[src/rtl/chol_ram.sv]
`timescale 1ns / 1ps
// ----------------------------------------------------------------------------
// chol_ram
// Generic single-write, single-read RAM with registered read data.
// ----------------------------------------------------------------------------
module chol_ram #(
  parameter int WIDTH = 32,
  parameter int DEPTH = 64
) (
  input  logic                     clk,
  input  logic                     we,
  input  logic [$clog2(DEPTH)-1:0] waddr,
  input  logic [WIDTH-1:0]         wdata,
  input  logic [$clog2(DEPTH)-1:0] raddr,
  output logic [WIDTH-1:0]         rdata
);
  logic [WIDTH-1:0] mem [DEPTH];

  always_ff @(posedge clk) begin
    if (we) begin
      mem[waddr] <= wdata;
    end
    rdata <= mem[raddr];
  end
endmodule

[config.mk]
export PLATFORM = sky130hd
export DESIGN_NAME = chol_ram
export DESIGN_NICKNAME = d
export VERILOG_FILES = /design/src/rtl/chol_ram.sv
export SDC_FILE = /design/constraint.sdc
export NUM_CORES = 2
export LEC_CHECK = 0
export BUFFER_PORTS_ARGS = -buffer_cell sky130_fd_sc_hd__buf_2
export CAP_MARGIN = 20
export CORE_MARGIN = 3
export CORE_UTILIZATION = 37
export DETAILED_ROUTE_END_ITERATION = 12
export PLACE_DENSITY = 0.59
export SYNTH_ARGS = -nofsm -noshare
export SYNTH_HDL_FRONTEND = slang
export SYNTH_SLANG_ARGS = --single-unit
[constraint.sdc]
create_clock -name clk -period 5.4 [get_ports clk]
set_clock_uncertainty 0.05 [all_clocks]
set_input_delay 1.62 -clock clk [delete_from_list [all_inputs] [get_ports clk]]
set_output_delay 1.62 -clock clk [all_outputs]
set_load 0.02 [all_outputs]
==> flow_summary.json <==
{
  "crit_required_ps": 6020,
  "use_met1_pct": 27.0,
  "dr.pass1.iters": 5,
  "clk_latency_ps": 850,
  "die_h_um": 467,
  "fin_crit_sh_pct": 74.3,
  "htree_levels": 4,
  "synthMuxAreaShare_pct": 16.8,
  "cp.arrival_ps": 4630,
  "cts.repair.resized": 0,
  "worst_pin_slew_ps": 1040,
  "hold_viol_final": 0,
  "cts.path.max_buffers": 3,
  "die_area_um2": 218000,
  "synth_edf_count": 2048,
  "grt_pass1_wl_um": 295000,
  "p_leak_uw": 0.0283,
  "status": "finished, final reports clean",
  "grt_util_met2_pct": 31.0,
  "synthesis.area_um2": 78500,
  "reg2reg_depth": 4,
  "syn_nets": 3370,
  "clkSinkCount": 2080,
  "crit_type": "primary input to register",
  "coreArea_um2": 210000,
  "layout_min_cycle_time_ps": 4010,
  "slew_violations": 0,
  "reg2reg_setup_slack_ps": 3020,
  "synthSimpleGateAreaFrac_pct": 1.27,
  "rsz0062_at_grt": "false",
  "antenna_left": 0,
  "area_growth_pct": 16.2,
  "worst-path-max-fanout": 40,
  "grt_max_degree": 65,
  "path_cells": "buf_8 > buf_12 > buf_4 > mux4_2 > mux4_2 > o22ai_1 > nor2_1",
  "timing.hold.ws_ps": 695,
  "numCtsBuffers": 208,
  "drtIter0Drc": 4355,
  "maxCapViolCount": 0,
  "viasPerCell": 5.63,
  "gr-total-overflow": 0,
  "post_drt_wl_per_cell_um": 31.5,
  "grt.total_usage_pct": 19.1,
  "ys_types": 34,
  "cts_tree": "built",
  "fin_util_pct": 43.4,
  "yosys_warnings": 0,
  "max-slew-margin-rel_pct": 30.6,
  "num_io_pins": 78,
  "path_clk_slew_ps": 60,
  "cts_hold_buf": 0,
  "die_x_um": 467,
  "synth_fa_ha_area_share_pct": 0,
  "synth-xor-area-share_pct": 0,
  "max_stage_delay_ps": 630,
  "dr_total_vias": 37297,
  "final_cell_mix": "edfxtp_1 (2048), mux4_2 (544), clkbuf_16 (210)",
  "synth.avg_cell_area_um2": 23.6,
  "worstHoldPathType": "register to register",
  "start_util_pct": 37.4,
  "cp-start-kind": "primary input",
  "place_congestion": 0.768,
  "ys_seq_area_share_pct": 79.1,
  "row_count": 168,
  "ir_drop_v": 0.000286,
  "timing.rr.end": "rdata[30]$_DFF_P_",
  "ys.flop_type": "edfxtp_1",
  "post_cts_buffers": 0,
  "grt_busiest_layer": "met2",
  "final_nets": 3683,
  "critical_path.most_common_cell": "mux4_2",
  "cp_slowest_cell": "o22ai_1",
  "r2r-start": "mem[5][30]$_DFFE_PP_",
  "clock.fmax_mhz": 249,
  "synth_cells": 3324,
  "synth_top_family_by_area": "multiplexers",
  "final_common_cell": "edfxtp_1",
  "crit_family": "buffers and inverters",
  "cp-end-kind": "register",
  "first_global_vias": 37855,
  "portBuffers": 77,
  "final_cell_area_um2": 91300,
  "setup_viol_count_final": 0,
  "startpoint": "raddr[0]",
  "layout.cells.non_filler": 6622,
  "p_per_area_nw_per_um2": 373,
  "synth_compound_area_share_pct": 1.67,
  "place_hpwl_um": 118000,
  "placed_cell_area_um2": 84000,
  "async_flop_share_pct": 0,
  "path_depth": 7,
  "use_met3_pct": 3.03,
  "dp_cells": 6211,
  "cts_root_buf": "clkbuf_16",
  "fillers": 17744,
  "cp.buffers_inverters": 3,
  "antenna_found_initial": 17,
  "drcViolationCount": 0,
  "setup.worst_path.end": "rdata[30]$_DFF_P_",
  "wirelength_um": 209000,
  "ys_ff_latch": 2080,
  "layout-drive-gt1-share_pct": 31.5,
  "fin_tns_setup_ps": 0
}
==> state kept, by name, indices dropped and copies added (netlist names) <==
register and cells:
mem 2048, rdata 32
==> cells by family after synthesis <==
family	after synthesis
AO/OA/AOI/OAI	202
buffers and inverters	182
flip-flops	2080
multiplexers	637
AND/OR/NAND/NOR	223
==> worst min-delay path: stages, from the launching register on <==
cell and delay, ps:
edfxtp_1 320, mux2i_1 70, nand2_1 60, a311oi_1 80, nor3_1 170
==> per-stage QoR <==
step | power [uW] | setup slack, ps
2_1_floorplan | 19200 | 570
3_3_place_gp | 20000 | 461
3_5_place_dp | 20000 | 467
4_1_cts | 34300 | 1380
5_1_grt | 35000 | 1350
6_report | 34000 | 1390
==> final cells by class <==
type / instances / area, um2 / area share [%]
antenna: 6 / 15.0 / 0.0164
tap: 2805 / 3510 / 3.85
timing repair buffer: 285 / 2840 / 3.11
multi-input combinational: 1062 / 16000 / 17.5
sequential: 2080 / 62100 / 68.1
clock buffer: 269 / 5630 / 6.16
clock inverter: 115 / 1170 / 1.29
==> report_power, final <==
part,internal [uW],switching (uW),total [uW]
Clock,8230,6110,14300
Combinational,662,1070,1730
Sequential,17900,87.8,18000
Total,26800,7260,34000
==> Yosys cell counts, types with 7 or more instances <==
| master | count | share of area [%] |
|---|---|---|
| edfxtp_1 | 2048 | 78 |
| mux4_2 | 544 | 16 |
| nor2_1 | 137 | 0.65 |
| mux2i_1 | 93 | 1.2 |
| o22ai_1 | 84 | 0.67 |
| clkbuf_1 | 74 | 0.35 |
| a21oi_1 | 62 | 0.40 |
| buf_2 | 57 | 0.36 |
| dfxtp_1 | 32 | 0.82 |
| o221ai_1 | 27 | 0.30 |
| nand2_1 | 26 | 0.12 |
| buf_4 | 25 | 0.24 |
| buf_1 | 21 | 0.10 |
| nor2b_1 | 15 | 0.12 |
| a22oi_1 | 12 | 0.11 |
| a311oi_1 | 8 | 0.089 |
| nand2b_1 | 8 | 0.064 |
| nor3_1 | 7 | 0.045 |
==> layer usage <==
metal | vias to the layer above | part of all wire [%] | wire length (um)
li1 | 14926 | - | -
met1 | 20539 | 41 | 86600
met2 | 1524 | 49 | 101000
met3 | 296 | 7.1 | 14800
met4 | 12 | 2.8 | 5760
met5 | - | 0.034 | 70
==> worst min path at each step <==
stage	start	to	slack (ps)	cells after the start
floorplan	mem[12][17]$_DFFE_PP_	rdata[17]$_DFF_P_	610	4
global route	mem[13][20]$_DFFE_PP_	rdata[20]$_DFF_P_	800	4
detailed placement	mem[13][20]$_DFFE_PP_	rdata[20]$_DFF_P_	670	4
CTS	mem[13][20]$_DFFE_PP_	rdata[20]$_DFF_P_	690	4
finish	mem[13][20]$_DFFE_PP_	rdata[20]$_DFF_P_	690	4
global placement	mem[12][20]$_DFFE_PP_	rdata[20]$_DFF_P_	650	4
(Power assumes the default switching activity.)
