--- config.mk ---
export PLATFORM = sky130hd
export DESIGN_NAME = chol_ctrl
export DESIGN_NICKNAME = d
export VERILOG_FILES = /design/src/rtl/chol_pkg.sv /design/src/rtl/chol_ctrl.sv
export SDC_FILE = /design/constraint.sdc
export NUM_CORES = 1
export LEC_CHECK = 0
export BUFFER_PORTS_ARGS = -buffer_cell sky130_fd_sc_hd__buf_2
export CAP_MARGIN = 30
export CELL_PAD_IN_SITES_DETAIL_PLACEMENT = 0
export CELL_PAD_IN_SITES_GLOBAL_PLACEMENT = 1
export CORE_MARGIN = 2
export CORE_UTILIZATION = 40
export DETAILED_ROUTE_END_ITERATION = 12
export PLACE_DENSITY_LB_ADDON = 0.15
export SLEW_MARGIN = 20
export SYNTH_ARGS = -nofsm -noshare
export SYNTH_HDL_FRONTEND = slang
export SYNTH_SLANG_ARGS = --single-unit
export TNS_END_PERCENT = 10
--- constraint.sdc ---
create_clock -name clk -period 4.22 [get_ports clk]
set_input_delay 0.844 -clock clk [delete_from_list [all_inputs] [get_ports clk]]
set_output_delay 0.844 -clock clk [all_outputs]
set_load 0.02 [all_outputs]
--- src/rtl/chol_pkg.sv ---
`timescale 1ns / 1ps
// ----------------------------------------------------------------------------
// chol_pkg
// Shared types, codes and command/status structs for the Cholesky block.
// ----------------------------------------------------------------------------
package chol_pkg;

  localparam int DATA_W = 32;
  localparam int ACC_W  = 64;
  localparam int IDX_W  = 3;
  localparam int ADDR_W = 6;

  typedef enum logic [4:0] {
    ST_LOAD,
    ST_ROW,
    ST_COL,
    ST_RD_D,
    ST_WT_D,
    ST_DOT_RD,
    ST_DOT_W1,
    ST_DOT_W2,
    ST_DOT_MUL,
    ST_DOT_ACC,
    ST_RD_A,
    ST_WT_A,
    ST_CHK,
    ST_DIV,
    ST_SQRT,
    ST_WR,
    ST_EMIT_RD,
    ST_EMIT_W,
    ST_EMIT,
    ST_FAIL
  } state_t;

  typedef enum logic [1:0] {
    OP_DIV,
    OP_SQRT
  } op_t;

  typedef struct packed {
    logic              acc_clr;
    logic              acc_en;
    logic              mul_en;
    logic              lat_a;
    logic              lat_b;
    logic              lat_d;
    logic              lat_arr;
    logic              start;
    op_t               op;
    logic [ADDR_W-1:0] fraddr_a;
    logic [ADDR_W-1:0] fraddr_b;
    logic [ADDR_W-1:0] faddr_w;
    logic              fwe;
  } dp_cmd_t;

  typedef struct packed {
    logic              busy;
    logic              d_bad;
    logic              arr_bad;
    logic              val_bad;
    logic              root_zero;
  } dp_sts_t;

endpackage

--- src/rtl/chol_ctrl.sv ---
`timescale 1ns / 1ps
// ----------------------------------------------------------------------------
// chol_ctrl
// Sequencer: loading, row/column/dot loops, and row-major emit of L or of a failure beat.
// ----------------------------------------------------------------------------
module chol_ctrl
  import chol_pkg::*;
(
  input  logic              clk,
  input  logic              rst_n,
  input  logic [3:0]        size,
  input  logic              in_valid,
  output logic              in_ready,
  output logic              a_we,
  output logic [ADDR_W-1:0] a_waddr,
  output logic [ADDR_W-1:0] a_raddr,
  output dp_cmd_t           cmd,
  input  dp_sts_t           sts,
  input  logic [DATA_W-1:0] l_rdata,
  output logic              out_valid,
  input  logic              out_ready,
  output logic [DATA_W-1:0] out_l_value,
  output logic              out_status,
  output logic              out_last
);
  state_t st_r, st_nxt;
  logic [6:0] cnt_r;
  logic [IDX_W-1:0] lrow_r, lcol_r, r_r, c_r, j_r, er_r, ec_r;
  logic [3:0] n;
  logic [6:0] total;
  logic       ov_r, ostat_r, olast_r;
  logic [DATA_W-1:0] oval_r;
  logic       diag;

  assign n     = (size == 4'd0) ? 4'd1 : (size > 4'd8) ? 4'd8 : size;
  assign total = 7'(n) * 7'(n);
  assign diag  = (c_r == r_r);

  wire [3:0] nm1 = n - 4'd1;
  wire in_acc = in_valid & in_ready;
  wire out_free = !ov_r | out_ready;

  assign in_ready = (st_r == ST_LOAD) && !ov_r;
  assign a_we     = in_acc && (4'(lrow_r) < n) && (lcol_r <= lrow_r) && (cnt_r < 7'd64);
  assign a_waddr  = {lrow_r, lcol_r};
  assign a_raddr  = {r_r, c_r};

  always_ff @(posedge clk) begin
    if (!rst_n) begin
      st_r <= ST_LOAD;
      cnt_r <= '0; lrow_r <= '0; lcol_r <= '0;
      ov_r <= 1'b0;
    end else begin
      st_r <= st_nxt;
      if (ov_r && out_ready) ov_r <= 1'b0;
      if (in_acc) begin
        if (cnt_r + 7'd1 >= total) begin
          cnt_r <= '0; lrow_r <= '0; lcol_r <= '0; r_r <= '0;
        end else begin
          cnt_r <= cnt_r + 7'd1;
          if (4'(lcol_r) == nm1) begin lcol_r <= '0; lrow_r <= lrow_r + 1'b1; end
          else lcol_r <= lcol_r + 1'b1;
        end
      end
      unique case (st_r)
        ST_ROW:     begin c_r <= '0; end
        ST_COL:     j_r <= '0;
        ST_DOT_ACC: j_r <= j_r + 1'b1;
        ST_WR: begin
          if (diag) begin r_r <= r_r + 1'b1; c_r <= '0; er_r <= '0; ec_r <= '0; end
          else c_r <= c_r + 1'b1;
        end
        ST_EMIT: if (out_free) begin
          ov_r <= 1'b1; ostat_r <= 1'b0;
          oval_r  <= (ec_r <= er_r) ? l_rdata : '0;
          olast_r <= (4'(er_r) == nm1) && (4'(ec_r) == nm1);
          if (4'(ec_r) == nm1) begin ec_r <= '0; er_r <= er_r + 1'b1; end
          else ec_r <= ec_r + 1'b1;
        end
        ST_FAIL: if (out_free) begin
          ov_r <= 1'b1; ostat_r <= 1'b1; olast_r <= 1'b1; oval_r <= '0;
        end
        default: ;
      endcase
    end
  end

  always_comb begin
    st_nxt = st_r;
    unique case (st_r)
      ST_LOAD:    if (in_acc && cnt_r + 7'd1 >= total) st_nxt = ST_ROW;
      ST_ROW:     st_nxt = ST_COL;
      ST_COL:     st_nxt = ST_RD_D;
      ST_RD_D:    st_nxt = ST_WT_D;
      ST_WT_D:    st_nxt = (j_r < (diag ? r_r : c_r)) ? ST_DOT_RD : ST_RD_A;
      ST_DOT_RD:  st_nxt = ST_DOT_W1;
      ST_DOT_W1:  st_nxt = ST_DOT_W2;
      ST_DOT_W2:  st_nxt = ST_DOT_MUL;
      ST_DOT_MUL: st_nxt = ST_DOT_ACC;
      ST_DOT_ACC: st_nxt = (j_r + 1'b1 < (diag ? r_r : c_r)) ? ST_DOT_RD : ST_RD_A;
      ST_RD_A:    st_nxt = ST_WT_A;
      ST_WT_A:    st_nxt = ST_CHK;
      ST_CHK: begin
        if (diag) st_nxt = (sts.arr_bad || sts.val_bad) ? ST_FAIL : ST_SQRT;
        else      st_nxt = sts.d_bad ? ST_FAIL : ST_DIV;
      end
      ST_DIV:     if (!sts.busy) st_nxt = ST_WR;
      ST_SQRT:    if (!sts.busy) st_nxt = sts.root_zero ? ST_FAIL : ST_WR;
      ST_WR:      st_nxt = (diag && 4'(r_r) == nm1) ? ST_EMIT_RD : (diag ? ST_ROW : ST_COL);
      ST_EMIT_RD: st_nxt = ST_EMIT_W;
      ST_EMIT_W:  st_nxt = ST_EMIT;
      ST_EMIT: begin
        if (out_free) st_nxt = ((4'(er_r) == nm1) && (4'(ec_r) == nm1)) ? ST_LOAD : ST_EMIT_RD;
      end
      ST_FAIL:    if (out_free) st_nxt = ST_LOAD;
      default:    st_nxt = ST_LOAD;
    endcase
  end

  always_comb begin
    cmd = '0;
    cmd.op       = diag ? OP_SQRT : OP_DIV;
    cmd.fraddr_a = {c_r, c_r};
    cmd.fraddr_b = {r_r, j_r};
    cmd.faddr_w  = {r_r, c_r};
    cmd.start    = 1'b0;
    unique case (st_r)
      ST_COL:     cmd.acc_clr = 1'b1;
      ST_WT_D:    cmd.lat_d = 1'b1;
      ST_DOT_RD:  cmd.fraddr_a = diag ? {r_r, j_r} : {c_r, j_r};
      ST_DOT_W1:  cmd.fraddr_a = diag ? {r_r, j_r} : {c_r, j_r};
      ST_DOT_W2:  begin cmd.lat_a = 1'b1; cmd.lat_b = 1'b1; end
      ST_DOT_MUL: cmd.mul_en = 1'b1;
      ST_DOT_ACC: cmd.acc_en = 1'b1;
      ST_WT_A:    cmd.lat_arr = 1'b1;
      ST_CHK:     cmd.start = 1'b1;
      ST_WR:      cmd.fwe = 1'b1;
      ST_EMIT_RD, ST_EMIT_W, ST_EMIT: cmd.fraddr_a = {er_r, ec_r};
      default: ;
    endcase
    if (st_r == ST_CHK) cmd.start = (st_nxt == ST_DIV || st_nxt == ST_SQRT);
  end

  assign out_valid   = ov_r;
  assign out_l_value = oval_r;
  assign out_status  = ostat_r;
  assign out_last    = olast_r;
endmodule

==> results of run 1 <==
[worst max-delay path, delay by kind of cell]
kind / cells / cell delay, ns
AOI/OAI and AO/OA: 6 / 1.10
xor gates and xnor gates: 1 / 0.19
adders and majority gates: 3 / 0.90
buffers and inverters: 2 / 0.29
and+or+nand+nor: 3 / 0.56
[worst min-delay path by stage]
stage                        start       end  slack (ns)  depth (start not counted)
after CTS                 cnt_r[6]  cnt_r[6]        0.50                          2
after floorplan           cnt_r[6]  cnt_r[6]        0.46                          2
after detailed placement  cnt_r[5]  cnt_r[5]        0.48                          2
after global routing      cnt_r[5]  cnt_r[5]        0.54                          2
final                     cnt_r[6]  cnt_r[6]        0.51                          2
after global placement    cnt_r[5]  cnt_r[5]        0.47                          2
[registers in the layout (all words and copies together) (netlist names), 3 cells and up]
| name | count |
|---|---|
| r_r | 3 |
| er_r | 3 |
| ec_r | 3 |
| cnt_r | 7 |
| c_r | 3 |
| st_r | 5 |
| lcol_r | 3 |
| out_l_value | 32 |
| j_r | 3 |
| lrow_r | 3 |
[layout by cell type, fill, tap and decap left out, types with 3 or more instances in the layout]
cell,count
ha_1,33
clkbuf_8,9
nor4_1,5
or2_2,5
nand3b_1,3
xor2_1,7
a31oi_1,5
nand3_1,16
nor3b_1,3
edfxtp_1,49
conb_1,3
nand2b_1,10
buf_2,121
o211ai_1,6
xnor2_1,17
nor3_1,9
buf_4,8
o22ai_1,3
dfxtp_1,19
nor2b_1,7
nor2_1,34
o21ai_0,18
and3_1,10
a21oi_1,27
and2_1,36
inv_1,24
clkbuf_1,3
a21o_1,5
nand2_1,20
[logic make-up after synthesis]
family / count (synthesis)
flip-flops: 68
AND/OR/NAND/NOR: 175
multiplexers: 3
XOR/XNOR: 26
AO/OA/AOI/OAI: 92
other: 1
adder cells (fa/ha/maj): 34
buffers and inverters: 57
[through the flow]
stage	setup WS, ns	power [mW]	utilization, %	std cells	hold WS, ns
after global placement	0.379	1.27	47.1	694	0.475
after detailed placement	0.266	1.28	47.1	694	0.479
final	0.608	1.76	48.7	709	0.506
after floorplan	0.375	1.15	-	458	0.458
after CTS	0.584	1.78	48.7	709	0.504
after global routing	0.333	1.86	48.7	709	0.539
[power groups by stage]
stage | registers [mW] | logic (mW) | clock network [mW]
final | 0.813 | 0.448 | 0.499
after global routing | 0.822 | 0.501 | 0.538
after CTS | 0.813 | 0.452 | 0.515
after detailed placement | 0.827 | 0.450 | 0
after global placement | 0.828 | 0.442 | 0
after floorplan | 0.797 | 0.354 | 0
[cell type report]
class | count | area share [%]
multi-input cells | 333 | 44.0
flip-flops and latches | 68 | 35.1
repair buffers | 129 | 12.6
well taps | 140 | 3.32
clock buffers | 12 | 2.56
inverters | 24 | 1.71
clock inverters | 3 | 0.735
[metal layers]
layer	wire, um	part of all wire, %	track usage (%)
met1	5080	47	25.4
met2	4910	45	28.2
met3	700	6.5	3.14
met4	150	1.4	6.69
met5	0	0	0
==> flow_summary.toml, run 1 <==
[floorplanning]
die_y_um = 109
dieArea_mm2 = 0.0120
io_pins = 123
core-area_mm2 = 0.0108
rows = 38
die_w_um = 109
initial_utilization_pct = 41.1

[global_routing]
grt_pass1_vias = 3334
grt_pass1_wl_um = 16800
overflow = 0
track_usage_pct = 18.2
antenna_found_initial = 0
grt_max_degree = 35

[clocking]
htreeDepth = 3
cts_max_path_buffers = 2
cts_setup_buffers = 0
postCtsResizedCells = 0
numCtsBuffers = 9
cts.sinks = 68
path_clk_slew_ns = 0.07
tritoncts = "yes"
holdBufCountCts = 0
clk_latency_ns = 0.35
root_buffer = "clkbuf_8"

[synth]
yosys.area.top_type = "edfxtp_1"
synth_seq_cells = 68
synth_cells = 456
ys_warn_count = 0
yosys-top-cells-area = "edfxtp_1 (33%), ha_1 (9.3%), dfxtp_1 (8.5%)"
synth-xor-area-share_pct = 5.90
syn_area_per_cell_um2 = 9.76
synth_top_cell_area_share_pct = 33.1
synthMuxAreaShare_pct = 0.703
synth_most_common_cell = "edfxtp_1"
synthTopCellsByCount = "edfxtp_1 (49), and2_1 (36), nor2_1 (34)"
syn_area_mm2 = 0.00445
synth_edf_count = 49
synth_compound_area_share_pct = 13.4
synth-simple-area-share_pct = 22.2
postSynth.asyncResetShare_pct = 0
ys_types = 69
ys.flop_type = "edfxtp_1"
yosysSeqAreaShare_pct = 41.6
synthAdderAreaFrac_pct = 9.72
synth_top_family_by_area = "simple AND/OR/NAND/NOR gates"

[critical_path]
critPathLaunch = "size[0]"
path_cells = "buf_2, o21ba_2, nor2_2, ha_1, fa_1, a21o_1, a21oi_1, xor2_1, ha_1, a21oi_1, o21ai_0, buf_4, nor3_2, nand2_1, a21oi_1"
critPathMaxStageDelay_ns = 0.40
crit_top_cell = "a21oi_1"
critPathSlowestCell = "fa_1"
crit_end = "cnt_r[3]"
worstSetupPathType = "in2reg"
crit_path_end_kind = "register"
rrSetupSlack_ns = 1.43
crit_fanout = 7
cp.required_ns = 4.48
arrival_ns = 3.88
critPathLaunchType = "input pin"
r2r_end = "cnt_r[3]"
r2r-start = "cnt_r[0]"
reg2reg_depth = 11

[power_and_ir_drop]
peakVddDrop_uv = 222
switching_power_mw = 0.563
intPower_mw = 1.20
clockPowerShare_pct = 28.3
comb_power_share_pct = 25.5
switching_share_pct = 32.0
power_density_mw_per_mm2 = 333
seqPwrFrac_pct = 46.2
leakage_nw = 2.30

[route]
vias = 3680
via_per_inst = 5.19
wl_per_cell_um = 15.3
postRouteAntennaNets = 0
drt_iter0_markers = 133
drtPass1Iterations = 4
drt_wl_total_um = 10800
drc_errors = 0

[worst_hold_path]
min_path_type = "reg2reg"

[sta]
fmax_mhz = 277
fin_skew_ns = 0.0129
hold_viol = 0
finalSetupTns_ns = 0
final.period_utilization_pct = 85.6
setup_violations = 0
grt_setup_unrepaired = "false"
relSlewSlack_pct = 49.2
maxSlewViolCount = 0
min_period_ns = 3.61
worst_slew_pin_slew_ns = 0.762

[cells_and_area]
antennaDiodeCount = 0
regArea_mm2 = 0.00185
multiInputGateArea_mm2 = 0.00232
nNetsFinal = 644
fillCellCount = 1056
drive_above_1_share_pct = 28.8
area_delta_synth_final_pct = 18.6
finish.instance_area_mm2 = 0.00528

[run]
cap_viol_max_count = 0

[place]
io_buffers = 121
postPlaceCellArea_mm2 = 0.00511
dp_hpwl_um = 8260
gp_congestion = 0.837

[outcome]
status = "completed"
Note: power is estimated with default switching activity, not from simulation.
==> run 2, diff against run 1 <==
- RECOVER_POWER: default -> 100
==> run 2 against run 1 <==
  * The run now ends with max-capacitance violations, max-slew violations left
  * Largest cell class unchanged
  * Sequential cell count stayed put
  * Power is 0.77% lower
  * Highest routed layer unchanged
  * Non-clock buffer count stayed put
==> flow_summary.toml, run 2 (synthesis gave the netlist of run 1 again) <==
[sta]
hold_viol = 0
relSlewSlack_pct = -19.9
finalSetupTns_ns = 0
final.period_utilization_pct = 88.9
fmax_mhz = 266
min_period_ns = 3.75
setup_violations = 0
maxSlewViolCount = 35
grt_setup_unrepaired = "false"
worst_slew_pin_slew_ns = 1.80
fin_skew_ns = 0.0160

[place]
postPlaceCellArea_mm2 = 0.00511
gp_congestion = 0.837
io_buffers = 121
dp_hpwl_um = 8260

[global_routing]
track_usage_pct = 18.2
grt_max_degree = 35
grt_pass1_vias = 3334
overflow = 0
grt_pass1_wl_um = 16800
antenna_found_initial = 0

[route]
postRouteAntennaNets = 0
drtPass1Iterations = 4
drc_errors = 0
drt_wl_total_um = 11000
wl_per_cell_um = 15.5
via_per_inst = 5.15
vias = 3654
drt_iter0_markers = 150

[critical_path]
cp_top_family = "compound AO/OA/AOI/OAI gates"
worstSetupPathType = "in2reg"
cp.required_ns = 4.47
arrival_ns = 4.01
reg2reg_depth = 3
critPathSlowestCell = "fa_1"
crit_end = "cnt_r[3]"
critPathLaunch = "size[0]"
r2r_end = "out_l_value[20]"
critPathLaunchType = "input pin"
crit_fanout = 7
path_cells = "buf_2, o21ba_1, nor2_1, ha_1, fa_1, a21o_1, a21oi_1, xor2_1, ha_1, a21oi_1, o21ai_0, clkbuf_1, nor3_2, nand2_1, a21oi_1"
critPathMaxStageDelay_ns = 0.40
r2r-start = "st_r[1]"
crit_top_cell = "a21oi_1"
crit_path_end_kind = "register"
path_buf_inv = 2
cp.depth = 15
rrSetupSlack_ns = 1.24

[power_and_ir_drop]
power_density_mw_per_mm2 = 339
switching_power_mw = 0.562
switching_share_pct = 32.2
leakage_nw = 2.02
seqPwrFrac_pct = 46.6
intPower_mw = 1.19
comb_power_share_pct = 24.9
power_mw = 1.75
peakVddDrop_uv = 215
clockPowerShare_pct = 28.5

[floorplanning]
io_pins = 123
initial_utilization_pct = 41.1
die_y_um = 109
core-area_mm2 = 0.0108
die_w_um = 109
rows = 38
dieArea_mm2 = 0.0120

[cells_and_area]
finish.instance_area_mm2 = 0.00515
antennaDiodeCount = 0
largest_reg_flops = 32
final_cell_mix = "clkbuf_1 (86), edfxtp_1 (49), buf_2 (41)"
multiInputGateArea_mm2 = 0.00230
drive_above_1_share_pct = 13.2
layout_commonest_cell = "clkbuf_1"
fillCellCount = 1119
regArea_mm2 = 0.00185
nNetsFinal = 644
area_delta_synth_final_pct = 15.6

[worst_hold_path]
min_path_type = "reg2reg"
min-delay-start = "cnt_r[6]"
worstHoldPathCells = 2

[outcome]
violations = "max-capacitance violations, max-slew violations"
status = "finished with violations"

[clocking]
postCtsResizedCells = 0
cts_setup_buffers = 0
holdBufCountCts = 0
clk_latency_ns = 0.34
numCtsBuffers = 9
cts_max_path_buffers = 2
root_buffer = "clkbuf_8"
cts.sinks = 68
path_clk_slew_ns = 0.07
htreeDepth = 3
tritoncts = "yes"

[run]
cap_viol_max_count = 1
run 2: final cells by class:
type | count | area share (%)
multi-input combinational | 333 | 44.7
sequential | 68 | 36.0
timing repair buffer | 129 | 10.8
tap | 140 | 3.40
clock buffer | 12 | 2.63
inverter | 24 | 1.75
clock inverter | 3 | 0.754
run 2: through the flow:
stage / utilization, % / hold slack, ns / worst slack [ns] / cells
5_1_grt: 47.5 / 0.539 / 0.177 / 709
2_1_floorplan: - / 0.458 / 0.375 / 458
3_3_place_gp: 47.1 / 0.475 / 0.379 / 694
4_1_cts: 48.7 / 0.504 / 0.584 / 709
6_report: 47.5 / 0.499 / 0.468 / 709
3_5_place_dp: 47.1 / 0.479 / 0.266 / 694
run 2: how the worst min path moves through the flow:
stage               slack (ns)       end
detailed placement        0.48  cnt_r[5]
floorplan                 0.46  cnt_r[6]
finish                    0.50  cnt_r[6]
global placement          0.47  cnt_r[5]
global route              0.54  cnt_r[5]
CTS                       0.50  cnt_r[6]
run 2: worst reg2reg max path: cells and delay by family, from the launching register on:
kind          cells  cell delay (ns)
buf+inv           1             1.29
flops             1             0.76
simple gates      2             0.49
run 2: layer usage:
layer	share of wire, %	track usage (%)	up-vias	wire length [um]
met4	1.1	6.69	0	124
met1	48	25.4	1687	5240
met3	6.2	3.14	13	681
met2	45	28.2	119	4920
met5	0	0	-	0
li1	-	-	1835	-
run 2: power groups by stage:
stage	logic, mW	registers [mW]	clock network [mW]
after CTS	0.452	0.813	0.515
after detailed placement	0.450	0.827	0
after floorplan	0.354	0.797	0
after global routing	0.488	0.821	0.538
final	0.435	0.813	0.498
after global placement	0.442	0.828	0
